[src/rtl/core/c2es_pkg.sv]
`default_nettype none

package c2es_pkg;

  localparam int unsigned YearW       = 12;
  localparam int unsigned YicW        = 7;
  localparam int unsigned MonthW      = 4;
  localparam int unsigned DayW        = 5;
  localparam int unsigned WeekdayW    = 3;
  localparam int unsigned HoursW      = 5;
  localparam int unsigned MinutesW    = 6;
  localparam int unsigned SecondsW    = 6;
  localparam int unsigned EpochW      = 32;

  localparam logic [YearW-1:0] BaseCentury    = 12'd2000;
  localparam logic [YearW-1:0] MinYearReset   = 12'd2010;
  localparam logic [YicW-1:0]  FirstLeapYic   = 7'd4;
  localparam logic [16:0]      SecsPerDay     = 17'd86400;
  localparam logic [11:0]      SecsPerHour    = 12'd3600;
  localparam logic [5:0]       SecsPerMinute  = 6'd60;
  localparam logic [24:0]      SecsPerYear    = 25'd31536000;

  // one calendar reading
  typedef struct packed {
    logic [YicW-1:0]     year_in_century;
    logic [MonthW-1:0]   month;
    logic [DayW-1:0]     day_of_month;
    logic [WeekdayW-1:0] weekday;
    logic [HoursW-1:0]   hours;
    logic [MinutesW-1:0] minutes;
    logic [SecondsW-1:0] seconds;
  } in_t;

  // one result
  typedef struct packed {
    logic [EpochW-1:0] epoch_seconds;
    logic              time_suspect;
  } out_t;

  // reading after date cleanup, held between front and calc stages
  typedef struct packed {
    logic [YicW-1:0]     yic;
    logic [MonthW-1:0]   month;
    logic [DayW-1:0]     day;
    logic [HoursW-1:0]   hours;
    logic [MinutesW-1:0] minutes;
    logic [SecondsW-1:0] seconds;
    logic                suspect;
  } stage_t;

  // days before the first of the month in a plain year, months above twelve as twelve
  function automatic logic [8:0] days_before_month(input logic [MonthW-1:0] m);
    logic [8:0] d;
    case (m) inside
      4'd2:    d = 9'd31;
      4'd3:    d = 9'd59;
      4'd4:    d = 9'd90;
      4'd5:    d = 9'd120;
      4'd6:    d = 9'd151;
      4'd7:    d = 9'd181;
      4'd8:    d = 9'd212;
      4'd9:    d = 9'd243;
      4'd10:   d = 9'd273;
      4'd11:   d = 9'd304;
      [4'd12:4'd15]: d = 9'd334;
      default: d = 9'd0;
    endcase
    return d;
  endfunction

endpackage

`default_nettype wire

[src/rtl/core/c2es_front.sv]
`default_nettype none

module c2es_front (
  input  wire logic                           clk_i,
  input  wire logic                           rst_ni,
  input  wire logic                           in_valid_i,
  output      logic                           in_ready_o,
  input  wire c2es_pkg::in_t                  in_data_i,
  input  wire logic [c2es_pkg::YearW-1:0]     min_year_i,
  input  wire logic                           take_i,
  output      logic                           s1_valid_o,
  output      c2es_pkg::stage_t               s1_data_o
);

  logic                              s1_valid_q, s1_valid_d;
  c2es_pkg::stage_t                  s1_data_q, s1_data_d;
  logic [c2es_pkg::SecondsW-1:0]     prev_q, prev_d;
  logic                              suspect_q, suspect_d;
  logic                              accept;
  logic                              changed;
  logic                              bad_date;
  logic [c2es_pkg::YicW-1:0]         yic_s;
  logic [c2es_pkg::YearW-1:0]        year;

  // stage register frees up when empty or passing its item on
  assign in_ready_o = !s1_valid_q || take_i;
  assign accept     = in_valid_i && in_ready_o;
  assign changed    = in_data_i.seconds != prev_q;

  // invalid date falls back to 2001-01-01
  assign bad_date = (in_data_i.year_in_century == '0) || (in_data_i.month == '0) ||
                    (in_data_i.day_of_month == '0) || (in_data_i.weekday == '0);
  assign yic_s    = bad_date ? c2es_pkg::YicW'(1) : in_data_i.year_in_century;
  assign year     = c2es_pkg::BaseCentury + c2es_pkg::YearW'(yic_s);

  // change detect, sticky suspect and stage load
  always_comb begin
    prev_d     = prev_q;
    suspect_d  = suspect_q;
    s1_valid_d = s1_valid_q && !take_i;
    s1_data_d  = s1_data_q;
    if (accept && changed) begin
      prev_d     = in_data_i.seconds;
      suspect_d  = suspect_q || (year < min_year_i);
      s1_valid_d = 1'b1;
      s1_data_d.yic     = yic_s;
      s1_data_d.month   = bad_date ? c2es_pkg::MonthW'(1) : in_data_i.month;
      s1_data_d.day     = bad_date ? c2es_pkg::DayW'(1) : in_data_i.day_of_month;
      s1_data_d.hours   = in_data_i.hours;
      s1_data_d.minutes = in_data_i.minutes;
      s1_data_d.seconds = in_data_i.seconds;
      s1_data_d.suspect = suspect_d;
    end
  end

  always_ff @(posedge clk_i or negedge rst_ni) begin
    if (!rst_ni) begin
      s1_valid_q <= 1'b0;
      prev_q     <= '0;
      suspect_q  <= 1'b0;
    end else begin
      s1_valid_q <= s1_valid_d;
      prev_q     <= prev_d;
      suspect_q  <= suspect_d;
    end
  end

  // payload needs no reset
  always_ff @(posedge clk_i) begin
    s1_data_q <= s1_data_d;
  end

  assign s1_valid_o = s1_valid_q;
  assign s1_data_o  = s1_data_q;

  // suspect flag is sticky
  a_suspect_sticky: assert property (@(posedge clk_i) disable iff (!rst_ni)
    !$fell(suspect_q))
    else $error("suspect flag cleared");

  // repeated seconds value yields nothing
  a_repeat_dropped: assert property (@(posedge clk_i) disable iff (!rst_ni)
    (accept && !changed) |=> !s1_valid_q)
    else $error("repeated reading entered stage");

  // new seconds value is loaded and remembered
  a_change_loaded: assert property (@(posedge clk_i) disable iff (!rst_ni)
    (accept && changed) |=> (s1_valid_q && prev_q == s1_data_q.seconds))
    else $error("changed reading not loaded");

endmodule

`default_nettype wire

[src/rtl/core/c2es_calc.sv]
`default_nettype none

module c2es_calc (
  input  wire logic             clk_i,
  input  wire logic             rst_ni,
  input  wire logic             s1_valid_i,
  input  wire c2es_pkg::stage_t s1_data_i,
  output      logic             take_o,
  output      logic             out_valid_o,
  input  wire logic             out_ready_i,
  output      c2es_pkg::out_t   out_data_o
);

  logic                        out_valid_q;
  c2es_pkg::out_t              out_data_q, out_data_d;
  logic                        leap;
  logic [6:0]                  yic_m5;
  logic [4:0]                  leap_days;
  logic [6:0]                  dyears;
  logic [8:0]                  doy;
  logic [9:0]                  days;
  logic [16:0]                 tod;
  logic [26:0]                 day_secs;
  logic [31:0]                 year_secs;

  // result register takes a new item when empty or being drained
  assign take_o = s1_valid_i && (!out_valid_q || out_ready_i);

  // leap handling: divisible by four from 2004 on
  assign leap      = (s1_data_i.yic >= c2es_pkg::FirstLeapYic) && (s1_data_i.yic[1:0] == 2'b00);
  assign yic_m5    = s1_data_i.yic - 7'd5;
  assign leap_days = (s1_data_i.yic > c2es_pkg::FirstLeapYic) ?
                     (5'(yic_m5 >> 2) + 5'd1) : 5'd0;
  assign dyears    = s1_data_i.yic - 7'd1;

  // day of year plus leap days since 2004
  assign doy  = c2es_pkg::days_before_month(s1_data_i.month)
              + 9'((leap && (s1_data_i.month >= 4'd3)) ? 1 : 0)
              + 9'(s1_data_i.day - 5'd1);
  assign days = 10'(doy) + 10'(leap_days);

  // time of day and weighted sums
  assign tod = 17'(s1_data_i.hours) * 17'(c2es_pkg::SecsPerHour)
             + 17'(s1_data_i.minutes) * 17'(c2es_pkg::SecsPerMinute)
             + 17'(s1_data_i.seconds);
  assign day_secs  = 27'(days) * 27'(c2es_pkg::SecsPerDay);
  assign year_secs = 32'(dyears) * 32'(c2es_pkg::SecsPerYear);

  always_comb begin
    out_data_d               = out_data_q;
    if (take_o) begin
      out_data_d.epoch_seconds = year_secs + 32'(day_secs) + 32'(tod);
      out_data_d.time_suspect  = s1_data_i.suspect;
    end
  end

  always_ff @(posedge clk_i or negedge rst_ni) begin
    if (!rst_ni) begin
      out_valid_q <= 1'b0;
    end else if (take_o) begin
      out_valid_q <= 1'b1;
    end else if (out_ready_i) begin
      out_valid_q <= 1'b0;
    end
  end

  always_ff @(posedge clk_i) begin
    out_data_q <= out_data_d;
  end

  assign out_valid_o = out_valid_q;
  assign out_data_o  = out_data_q;

endmodule

`default_nettype wire

[src/rtl/core/calendar_to_epoch_seconds.sv]
// calendar reading to seconds since 2001-01-01 00:00:00
//
// in channel: in_valid_i / in_ready_o carry one reading (in_data_i) per transfer.
// out channel: out_valid_o / out_ready_i carry one result (out_data_o) per transfer.
// cfg channel: cfg_valid_i / cfg_ready_o write minimum_year; always ready,
// to be written only while the block is idle.
// a reading whose seconds field equals the previous reading's gives no result.
// a reading goes through the input stage register, then the result register.
// throughput: one reading per cycle while out_ready_i is high; the result register
// and the input stage form a two-entry pipeline.
// when out_ready_i is low the result holds, the input stage fills, and then
// in_ready_o drops until the result is taken.
// reset: pipeline empty, previous seconds 0, suspect flag clear,
// minimum_year MinYearInit, 2010 by default.

`default_nettype none

module calendar_to_epoch_seconds #(
  parameter logic [c2es_pkg::YearW-1:0] MinYearInit = c2es_pkg::MinYearReset
) (
  input  wire logic                       clk_i,
  input  wire logic                       rst_ni,
  input  wire logic                       in_valid_i,
  output      logic                       in_ready_o,
  input  wire c2es_pkg::in_t              in_data_i,
  output      logic                       out_valid_o,
  input  wire logic                       out_ready_i,
  output      c2es_pkg::out_t             out_data_o,
  input  wire logic                       cfg_valid_i,
  output      logic                       cfg_ready_o,
  input  wire logic [c2es_pkg::YearW-1:0] cfg_data_i
);

  logic [c2es_pkg::YearW-1:0] min_year_q;
  logic                       take;
  logic                       s1_valid;
  c2es_pkg::stage_t           s1_data;

  // configuration register
  assign cfg_ready_o = 1'b1;

  always_ff @(posedge clk_i or negedge rst_ni) begin
    if (!rst_ni) begin
      min_year_q <= MinYearInit;
    end else if (cfg_valid_i && cfg_ready_o) begin
      min_year_q <= cfg_data_i;
    end
  end

  c2es_front u_front (
    .clk_i      (clk_i),
    .rst_ni     (rst_ni),
    .in_valid_i (in_valid_i),
    .in_ready_o (in_ready_o),
    .in_data_i  (in_data_i),
    .min_year_i (min_year_q),
    .take_i     (take),
    .s1_valid_o (s1_valid),
    .s1_data_o  (s1_data)
  );

  c2es_calc u_calc (
    .clk_i       (clk_i),
    .rst_ni      (rst_ni),
    .s1_valid_i  (s1_valid),
    .s1_data_i   (s1_data),
    .take_o      (take),
    .out_valid_o (out_valid_o),
    .out_ready_i (out_ready_i),
    .out_data_o  (out_data_o)
  );

endmodule

`default_nettype wire
[config.mk]
export PLATFORM = sky130hd
export DESIGN_NAME = calendar_to_epoch_seconds
export DESIGN_NICKNAME = d
export VERILOG_FILES = /design/src/rtl/core/c2es_pkg.sv /design/src/rtl/core/c2es_front.sv /design/src/rtl/core/c2es_calc.sv /design/src/rtl/core/calendar_to_epoch_seconds.sv
export SDC_FILE = /design/constraint.sdc
export NUM_CORES = 1
export LEC_CHECK = 0
export BUFFER_PORTS_ARGS = -buffer_cell sky130_fd_sc_hd__buf_2
export CAP_MARGIN = 20
export CELL_PAD_IN_SITES_DETAIL_PLACEMENT = 1
export CELL_PAD_IN_SITES_GLOBAL_PLACEMENT = 1
export CORE_ASPECT_RATIO = 0.7
export CORE_UTILIZATION = 49
export DETAILED_ROUTE_END_ITERATION = 16
export PLACE_DENSITY_LB_ADDON = 0.1
export SLEW_MARGIN = 10
export SYNTH_ARGS = -nofsm -noshare
export SYNTH_HDL_FRONTEND = slang
export SYNTH_HIERARCHICAL = 1
export SYNTH_SLANG_ARGS = --single-unit
[constraint.sdc]
create_clock -name clk_i -period 9.8 [get_ports clk_i]
set_input_delay 1.96 -clock clk_i [delete_from_list [all_inputs] [get_ports clk_i]]
set_output_delay 1.96 -clock clk_i [all_outputs]
set_load 0.02 [all_outputs]
==> results.md, run 1 <==
- The maximum buffer depth of the clock tree is 2.
- The final clock period utilization by the worst path is 0.944.
- The sum of met2 wire segment lengths after detailed routing is around 11,000 um.
- The kind of cell with the highest combined delay on the critical path is adder cells.
- The worst setup path is launched from a flop.
- The cell area that synthesis handed to floorplanning was 0.0113 mm^2.
- The number of placed I/O pins is 89.
- Setup repair after global routing left no endpoint under its margin.
- The logic depth of the worst register-to-register path is 33.
- For the pin with the worst max-slew slack, the measured transition is about 0.73 ns.
- The most numerous cell type found on the critical path is sky130_fd_sc_hd__ha_1.
- Clock-pin slew was measured on the worst setup and hold paths at 0.07 ns.
- The final net count is 1,587.
- The total of hold buffers inserted after clock tree synthesis is 0.
- Of the total synthesized cell area, the portion taken by XOR and XNOR cells is 0.0858.
- The topmost layer with routed signal wires is met4.
- The number of buffers created by CTS is 9.
- The max-slew violation count came to 0.
- The worst hold path was traced through 0 stages.
- After the first detailed-routing iteration, the DRC count stood at 270.
- The finished layout holds 1,544 standard cells, fillers aside.
- The flow ran to the end, and the final reports show no timing, DRC or antenna violations.
- The post-synthesis to final-layout area growth is 9.78%.
- After clock tree synthesis, the repair step resized 0 gates.
- The count of final hold-check violations is 0.
- The sequential area share after synthesis is 0.225.
- The signal arrival time at the worst endpoint is 9.35 ns.
- The hold path startpoint is u_front/s1_data_o[0].
- Counting every sink on the clock net gives 88.
- The required time of the critical path is 9.90 ns.
- The number of H-tree branching levels is 3.
- Between clock sinks in the finished design, the worst skew comes to 0.0127 ns.
- For this configuration, the core starts out at a cell density of 0.500.
- The number of enable flip-flop cells after synthesis is 67.
- The worst path buffer plus inverter count is 3.
- The worst register-to-register path has a setup slack of 0.55 ns.
- After detailed routing, the number of remaining DRC violations is 0.
- Of the total synthesized cell area, the portion taken by full adders, half adders and majority gates is 0.380.
- The tightest slew margin relative to the limit is 0.514.
- The number of antenna repair diodes is 0.
- In the post-synthesis netlist, the biggest area contributors are sky130_fd_sc_hd__ha_1 27%, sky130_fd_sc_hd__edfxtp_1 18%, sky130_fd_sc_hd__fa_1 11%.
- The clock reaches the later pin of the worst-skew pair after 0.36 ns.
- The maximum clock frequency is 0.108 GHz.
- Across all layers, the routed design uses between 8,000 and 9,000 vias.
- The final RePlAce weighted congestion is between 0.8 and 0.9.
- The biggest area consumer among synthesized cells is sky130_fd_sc_hd__ha_1.
- The worst register-to-register path begins at u_front/s1_data_o[31].
- The first-pass detailed-route iteration total is 4.
- From bottom edge to top edge, the die measures 129 um.
- The final critical path time including I/O delays and setup is around 9.3 ns.
- The count of input and output buffers is 87.
- The largest net degree at the start of global routing is 41.
- In the final routing, the length of wire on met1 measures 13,300 um.
- The critical path's largest stage delay is 0.54 ns.
- The maximum net fanout on the critical path is 7.
- The most common flop cell mapped by yosys is sky130_fd_sc_hd__edfxtp_1.
- For this run, the total global-route usage over all layers was measured as 0.229.
- Dividing the synthesized area by the synthesized cell count gives 9.96 um^2.
- Setup violations remaining at the end of the flow were counted as 0.
- The capturing element type of the critical path is a flop.
- In the final timing run, aggregate negative setup slack is 0 ns.
- The die span in x is 184 um.
- The detailed route wirelength on metal3 is 1090 um.
- The share of the synthesized area in compound gates (AO/OA/AOI/OAI) is 0.132.
- The Yosys step of the flow raised 6 warnings.
- In this run the remaining antenna-violating nets after routing total 0.
- In the synthesized netlist, the cells that appear most often are 247 x sky130_fd_sc_hd__ha_1, 164 x sky130_fd_sc_hd__inv_1, 80 x sky130_fd_sc_hd__a21oi_1, 80 x sky130_fd_sc_hd__xnor2_1, 67 x sky130_fd_sc_hd__edfxtp_1.
- On the critical path, the stage with the largest delay is an instance of sky130_fd_sc_hd__fa_1.
- The most used standard cell by instance count after synthesis is sky130_fd_sc_hd__ha_1.
- Synthesis produced a netlist with a net count of 1,495.
- The design area is about 0.012 mm^2.
- The clock tree from TritonCTS is built.
- The global-route wire length before repair is 42,500 um.
- CTS placed an instance of sky130_fd_sc_hd__clkbuf_16 at the clock tree root.
- The fraction of post-synthesis cell area in the top cell type by area is 0.273.
- The fraction of layout cells with a size suffix above 1 is 0.125.
- The worst hold path terminates at u_calc/out_data_o[0].
- The path class of the tightest hold or removal check is reg -> reg.
- After synthesis, the netlist uses 71 different library cells.
- The post-CTS setup repair buffer count is 0.
- The mean number of vias per cell is 5.31.
- The routed wire length is 26,000 um.
- In this run the critical register-to-register path is captured at u_calc/out_data_o[32].
- The post-synthesis simple-gate area fraction is 0.0944.
- The number of global-route vias before repair is 8,417.
- The core area is ~0.023 mm^2.
- Summing all placed instances gives a cell area of 0.0121 mm^2.
- The number of maximum-capacitance constraint violations is 0.
- The overall die area is 0.0237 mm^2.
- By area, the combinational part of the netlist is dominated by adder cells.
- The routed wire length per instance is 16.8 um.
- The global-route congestion overflow total is 0.
- The number of antenna violations at the first check in global routing is 0.
- The synthesized design contains 88 register bits.
- The multiplexer share of the synthesized area is 0.0233.
- The post-detailed-placement half-perimeter wirelength is 22,400 um.
- The worst setup path is of the reg -> reg kind.
- Synthesis handed over a netlist of 1,135 instances.
- The number of placed instances, taps included, is ~1,500.
- The floorplan has 46 rows.
- The proportion of synthesized flip-flops having asynchronous set or reset is 0.239.
[final cells by class]
cell class / count / area (um^2)
tap: 312 / 390
clock inverter: 5 / 41.3
clock buffer: 11 / 233
multi-input combinational: 872 / 8110
fill: 2565 / 10200
timing repair buffer: 90 / 458
inverter: 166 / 626
sequential: 88 / 2550
[through the flow]
| step | hold WS (ns) | util | setup slack, ns |
|---|---|---|---|
| after floorplan | 0.400 | - | 1.30 |
| after global placement | 0.403 | 0.535 | 0.705 |
| after detailed placement | 0.419 | 0.535 | 0.431 |
| after CTS | 0.437 | 0.547 | 0.368 |
| after global routing | 0.437 | 0.548 | 0.0250 |
| final | 0.428 | 0.548 | 0.546 |
[cells in the final DEF (no fill, tap or decap), types with 15 or more instances in the layout]
cell type	instances
sky130_fd_sc_hd__nand2b_1	15
sky130_fd_sc_hd__edfxtp_1	67
sky130_fd_sc_hd__inv_1	164
sky130_fd_sc_hd__xor2_1	26
sky130_fd_sc_hd__o21bai_1	22
sky130_fd_sc_hd__buf_2	87
sky130_fd_sc_hd__and2_1	15
sky130_fd_sc_hd__mux2_4	16
sky130_fd_sc_hd__nor2_1	45
sky130_fd_sc_hd__o21ai_0	28
sky130_fd_sc_hd__a21o_1	23
sky130_fd_sc_hd__nand3_1	15
sky130_fd_sc_hd__fa_1	60
sky130_fd_sc_hd__nand2_1	46
sky130_fd_sc_hd__xnor2_1	78
sky130_fd_sc_hd__ha_1	246
sky130_fd_sc_hd__a21oi_1	79
sky130_fd_sc_hd__nor3_1	21
[worst max path at each step]
| stage | to | depth (start not counted) | from |
|---|---|---|---|
| detailed placement | u_calc/out_data_o[32] | 37 | u_front/s1_data_o[26] |
| CTS | u_calc/out_data_o[32] | 37 | u_front/s1_data_o[26] |
| global placement | u_calc/out_data_o[32] | 34 | u_front/s1_data_o[31] |
| finish | u_calc/out_data_o[32] | 33 | u_front/s1_data_o[31] |
| floorplan | u_calc/out_data_o[30] | 35 | u_front/s1_data_o[31] |
| global route | u_calc/out_data_o[32] | 38 | u_front/s1_data_o[25] |
[registers in the layout (all words and copies together) (netlist names)]
signal and flops:
u_front/s1_data_o 34, u_calc/out_data_o 33, min_year_q 12, u_front/prev_q 6, u_calc/out_valid_o 1, u_front/s1_valid_o 1, u_front/suspect_q 1
[metal layers]
metal,up-vias,track usage
li1,4140,-
met1,3924,0.320
met2,116,0.369
met3,15,0.0478
met4,0,0.0461
met5,-,0
[cells by family after synthesis]
kind of cell | after synthesis
compound gates | 226
xor+xnor | 109
fa+ha+maj | 307
buf+inv | 175
flops | 88
mux | 18
other cells | 1
simple gates | 211
Power of run 1 is left out: the tool's default activity adds up to more than one toggle a clock period on the data nets, which glitch-free logic cannot reach.
==> inputs of run 2 (changes only) <==
--- a/config.mk
+++ b/config.mk
@@ -12,7 +12,7 @@
 export CORE_ASPECT_RATIO = 0.7
 export CORE_UTILIZATION = 49
 export DETAILED_ROUTE_END_ITERATION = 16
-export PLACE_DENSITY_LB_ADDON = 0.1
+export PLACE_DENSITY_LB_ADDON = 0.08
 export SLEW_MARGIN = 10
 export SYNTH_ARGS = -nofsm -noshare
 export SYNTH_HDL_FRONTEND = slang
==> constraint.sdc (replaced) <==
create_clock -name clk_i -period 9.8 [get_ports clk_i]
set_input_delay 1.96 -clock clk_i [delete_from_list [all_inputs] [get_ports clk_i]]
set_output_delay 1.96 -clock clk_i [all_outputs]
set_load 0.01 [all_outputs]
==> run 2 against run 1 <==
First-iteration DRC count shrank 1.5%. Utilization is 0.061 points higher. Flip-flop and latch count unchanged. Worst hold slack worse by 0.00055 ns. Wire length is 0.39% lower. Non-clock buffer count increased by 1. Register-to-register slack improved by 0.07 ns. Die area did not move. Clock skew decreased by 0.0026 ns. Via count hardly changed. Setup slack gained 0.069 ns. Largest cell class unchanged. Highest routed layer unchanged.
==> results.md, run 2 (same netlist as run 1, synthesis figures left out) <==
- The run finished with clean final reports.
- The count of final hold-check violations is 0 (unchanged).
- The sum of met2 wire segment lengths after detailed routing is 11,000 um (-3.4%).
- The clock-pin slew on the worst setup and hold paths is 0.07 ns (about the same).
- The number of vias after detailed routing is 8,203 (+0.098%).
- The number of H-tree branching levels is 3 (unchanged).
- The first-pass detailed-route iteration total was 4 (unchanged).
- The residual DRC count is 0 (unchanged).
- The global-route usage over all layers was 0.228 (-0.00119).
- The largest clock skew in the final design is 0.0101 ns (-0.00262 ns).
- The post-layout instance count excluding filler cells is 1,545 (+0.065%).
- The number of antenna violations at the first check in global routing is 0 (unchanged).
- Setup repair after global routing left no endpoint under its margin.
- Following the worst setup path forward leads to its endpoint at u_calc/out_data_o[29].
- The number of maximum-capacitance constraint violations is 0 (unchanged).
- The actual slew at the worst max-slew pin is 0.917 ns (+0.190 ns).
- The startpoint identified for the worst register-to-register timing path is u_front/s1_data_o[31].
- The maximum buffer depth of the clock tree is 2 (unchanged).
- The maximum net fanout on the critical path is 7 (unchanged).
- The library cell used most frequently in the layout, excluding fill and tap cells, is sky130_fd_sc_hd__ha_1.
- The final setup violation count is 0 (unchanged).
- TritonCTS built the clock tree.
- The clock root buffer is sky130_fd_sc_hd__clkbuf_16.
- The detailed route wirelength on metal3 came to 896 um (-18%).
- The cell count after placement is 1,527 (-0.065%).
- The final net count was 1,588 (+0.063%).
- The worst setup path is captured at a flop.
- The DRC violation total after the first TritonRoute iteration is 266 (-1.5%).
- The logic depth of the worst register-to-register path was 36 (+9.1%).
- The cell depth of the worst min-delay path is 0 (unchanged).
- The number of global-route vias before repair is 8,402 (-0.18%).
- The critical path's largest stage delay is 0.58 ns (+0.04 ns).
- In the layout the commonest cells are 246 x sky130_fd_sc_hd__ha_1, 163 x sky130_fd_sc_hd__inv_1, 87 x sky130_fd_sc_hd__buf_2.
- The max-slew violation count is 0 (unchanged).
- The kind of start point of the critical path is a flop.
- The tightest slew margin relative to the limit is 0.388 (-0.125).
- The global-route congestion overflow total came to 0 (unchanged).
- The effective utilization at floorplan was 0.500 (unchanged).
- The routed wire length is 25,900 um (-0.39%).
- The startpoint-to-endpoint class of the critical path is reg -> reg.
- The endpoint of the worst register-to-register path is u_calc/out_data_o[29].
- The post-detailed-placement half-perimeter wirelength is 22,300 um (-0.48%).
- The core area is 0.0226 mm^2 (unchanged).
- The die span in y is 129 um (unchanged).
- The cell type with the highest occurrence count on the critical path is sky130_fd_sc_hd__ha_1.
- The count of input and output buffers is 87 (unchanged).
- The die span in x came to 184 um (unchanged).
- The largest net degree at the start of global routing is 41 (unchanged).
- The origin of the worst setup path is u_front/s1_data_o[31].
- The overall die area came to 0.0237 mm^2 (unchanged).
- The number of flip-flops in the largest register came to 34 (unchanged).
- The final clock period utilization by the worst path came to 0.937 (-0.00702).
- The number of placed I/O pins was 89 (unchanged).
- The number of cell rows is 46 (unchanged).
- The fraction of layout cells with a size suffix above 1 is 0.127 (+0.00233).
- The number of clock sinks came to 88 (unchanged).
- The slack of the worst reg-to-reg path is 0.61 ns (+0.07 ns).
- The global-route wire length before repair came to 42,300 um (-0.52%).
- The required time of the critical path is 9.91 ns (about the same).
- The worst min-delay path category is reg -> reg.
- The total negative setup slack is 0 ns (unchanged).
- The cell at the slowest stage of the critical path is sky130_fd_sc_hd__fa_1.
- The routed wire length per instance was 16.7 um (-0.45%).
- The mean number of vias per cell was 5.31 (about the same).
- The signal arrival time at the worst endpoint is 9.29 ns (-0.06 ns).
- The length of routed wiring on met1 is 13,600 um (+2.9%).
- The number of buffers created by CTS is 9 (unchanged).
- The final critical path time including I/O delays and setup is 9.19 ns (-0.0688 ns).
- The number of antenna repair diodes is 0 (unchanged).
- The maximum clock frequency is 0.109 GHz (+0.75%).
- The post-synthesis to final-layout area growth is 9.90%.
- The final RePlAce weighted congestion is 0.877 (+0.55%).
- The post-detailed-route count of antenna-violating nets is 0 (unchanged).
- The detailed router used layers up to and including met4.
- The clock network latency to the later pin of the worst-skew pair is 0.36 ns (about the same).
-- run 2: changes by cell type in the layout (fill, tap and decap cells not counted), moves of 2 or more --
cell | previous run | this run
sky130_fd_sc_hd__inv_6 | 1 | 5
sky130_fd_sc_hd__xnor2_1 | 78 | 80
sky130_fd_sc_hd__clkinv_4 | 2 | 0
sky130_fd_sc_hd__clkbuf_1 | 2 | 0
sky130_fd_sc_hd__xnor2_2 | 3 | 1
-- run 2: worst min path at each step --
stage | endpoint | start | slack, ns
after CTS | u_calc/out_data_o[1] | u_front/s1_data_o[1] | 0.42
after global routing | u_calc/out_data_o[0] | u_front/s1_data_o[0] | 0.44
after floorplan | u_calc/out_data_o[0] | u_front/s1_data_o[0] | 0.40
final | u_calc/out_data_o[1] | u_front/s1_data_o[1] | 0.43
after global placement | u_calc/out_data_o[1] | u_front/s1_data_o[1] | 0.40
after detailed placement | u_calc/out_data_o[0] | u_front/s1_data_o[0] | 0.41
-- run 2: timing repair --
action | 4_1_cts | 5_1_grt
buffers inserted | 0 | 2
gates resized for setup | 0 | 4
hold buffers | 0 | 0
setup endpoints to repair | 0 | 5
-- run 2: metrics by stage --
stage	utilization	setup slack (ns)	cell area, um^2	hold WS, ns
6_report	0.549	0.615	12400	0.428
5_1_grt	0.549	0.0431	12400	0.439
4_1_cts	0.548	0.396	12400	0.425
3_5_place_dp	0.535	0.407	12100	0.407
3_3_place_gp	0.535	0.796	12100	0.402
2_1_floorplan	-	1.30	11300	0.400
-- run 2: per-layer routing --
metal,vias up,global-route usage
li1,4148,-
met1,3916,0.328
met2,119,0.354
met3,20,0.0441
met4,0,0.0534
met5,-,0
-- run 2: area by class of cell --
| type | count | area (um^2) |
|---|---|---|
| clock buffer | 10 | 239 |
| clock inverter | 6 | 55.1 |
| fill | 2617 | 10200 |
| inverter | 166 | 629 |
| multi-input combinational | 872 | 8090 |
| sequential | 88 | 2550 |
| tap | 312 | 390 |
| timing repair buffer | 91 | 465 |
-- run 2: critical path: cells and delay by family, from the launching register on --
family                     cells  cell delay [ns]
AOI/OAI and AO/OA             11             2.23
xor gates and xnor gates       4             0.74
adders and majority gates     10             3.61
buffers and inverters          4             0.46
DFF                            1             0.50
and+or+nand+nor                7             1.42
Power of run 2 is left out for the same reason.
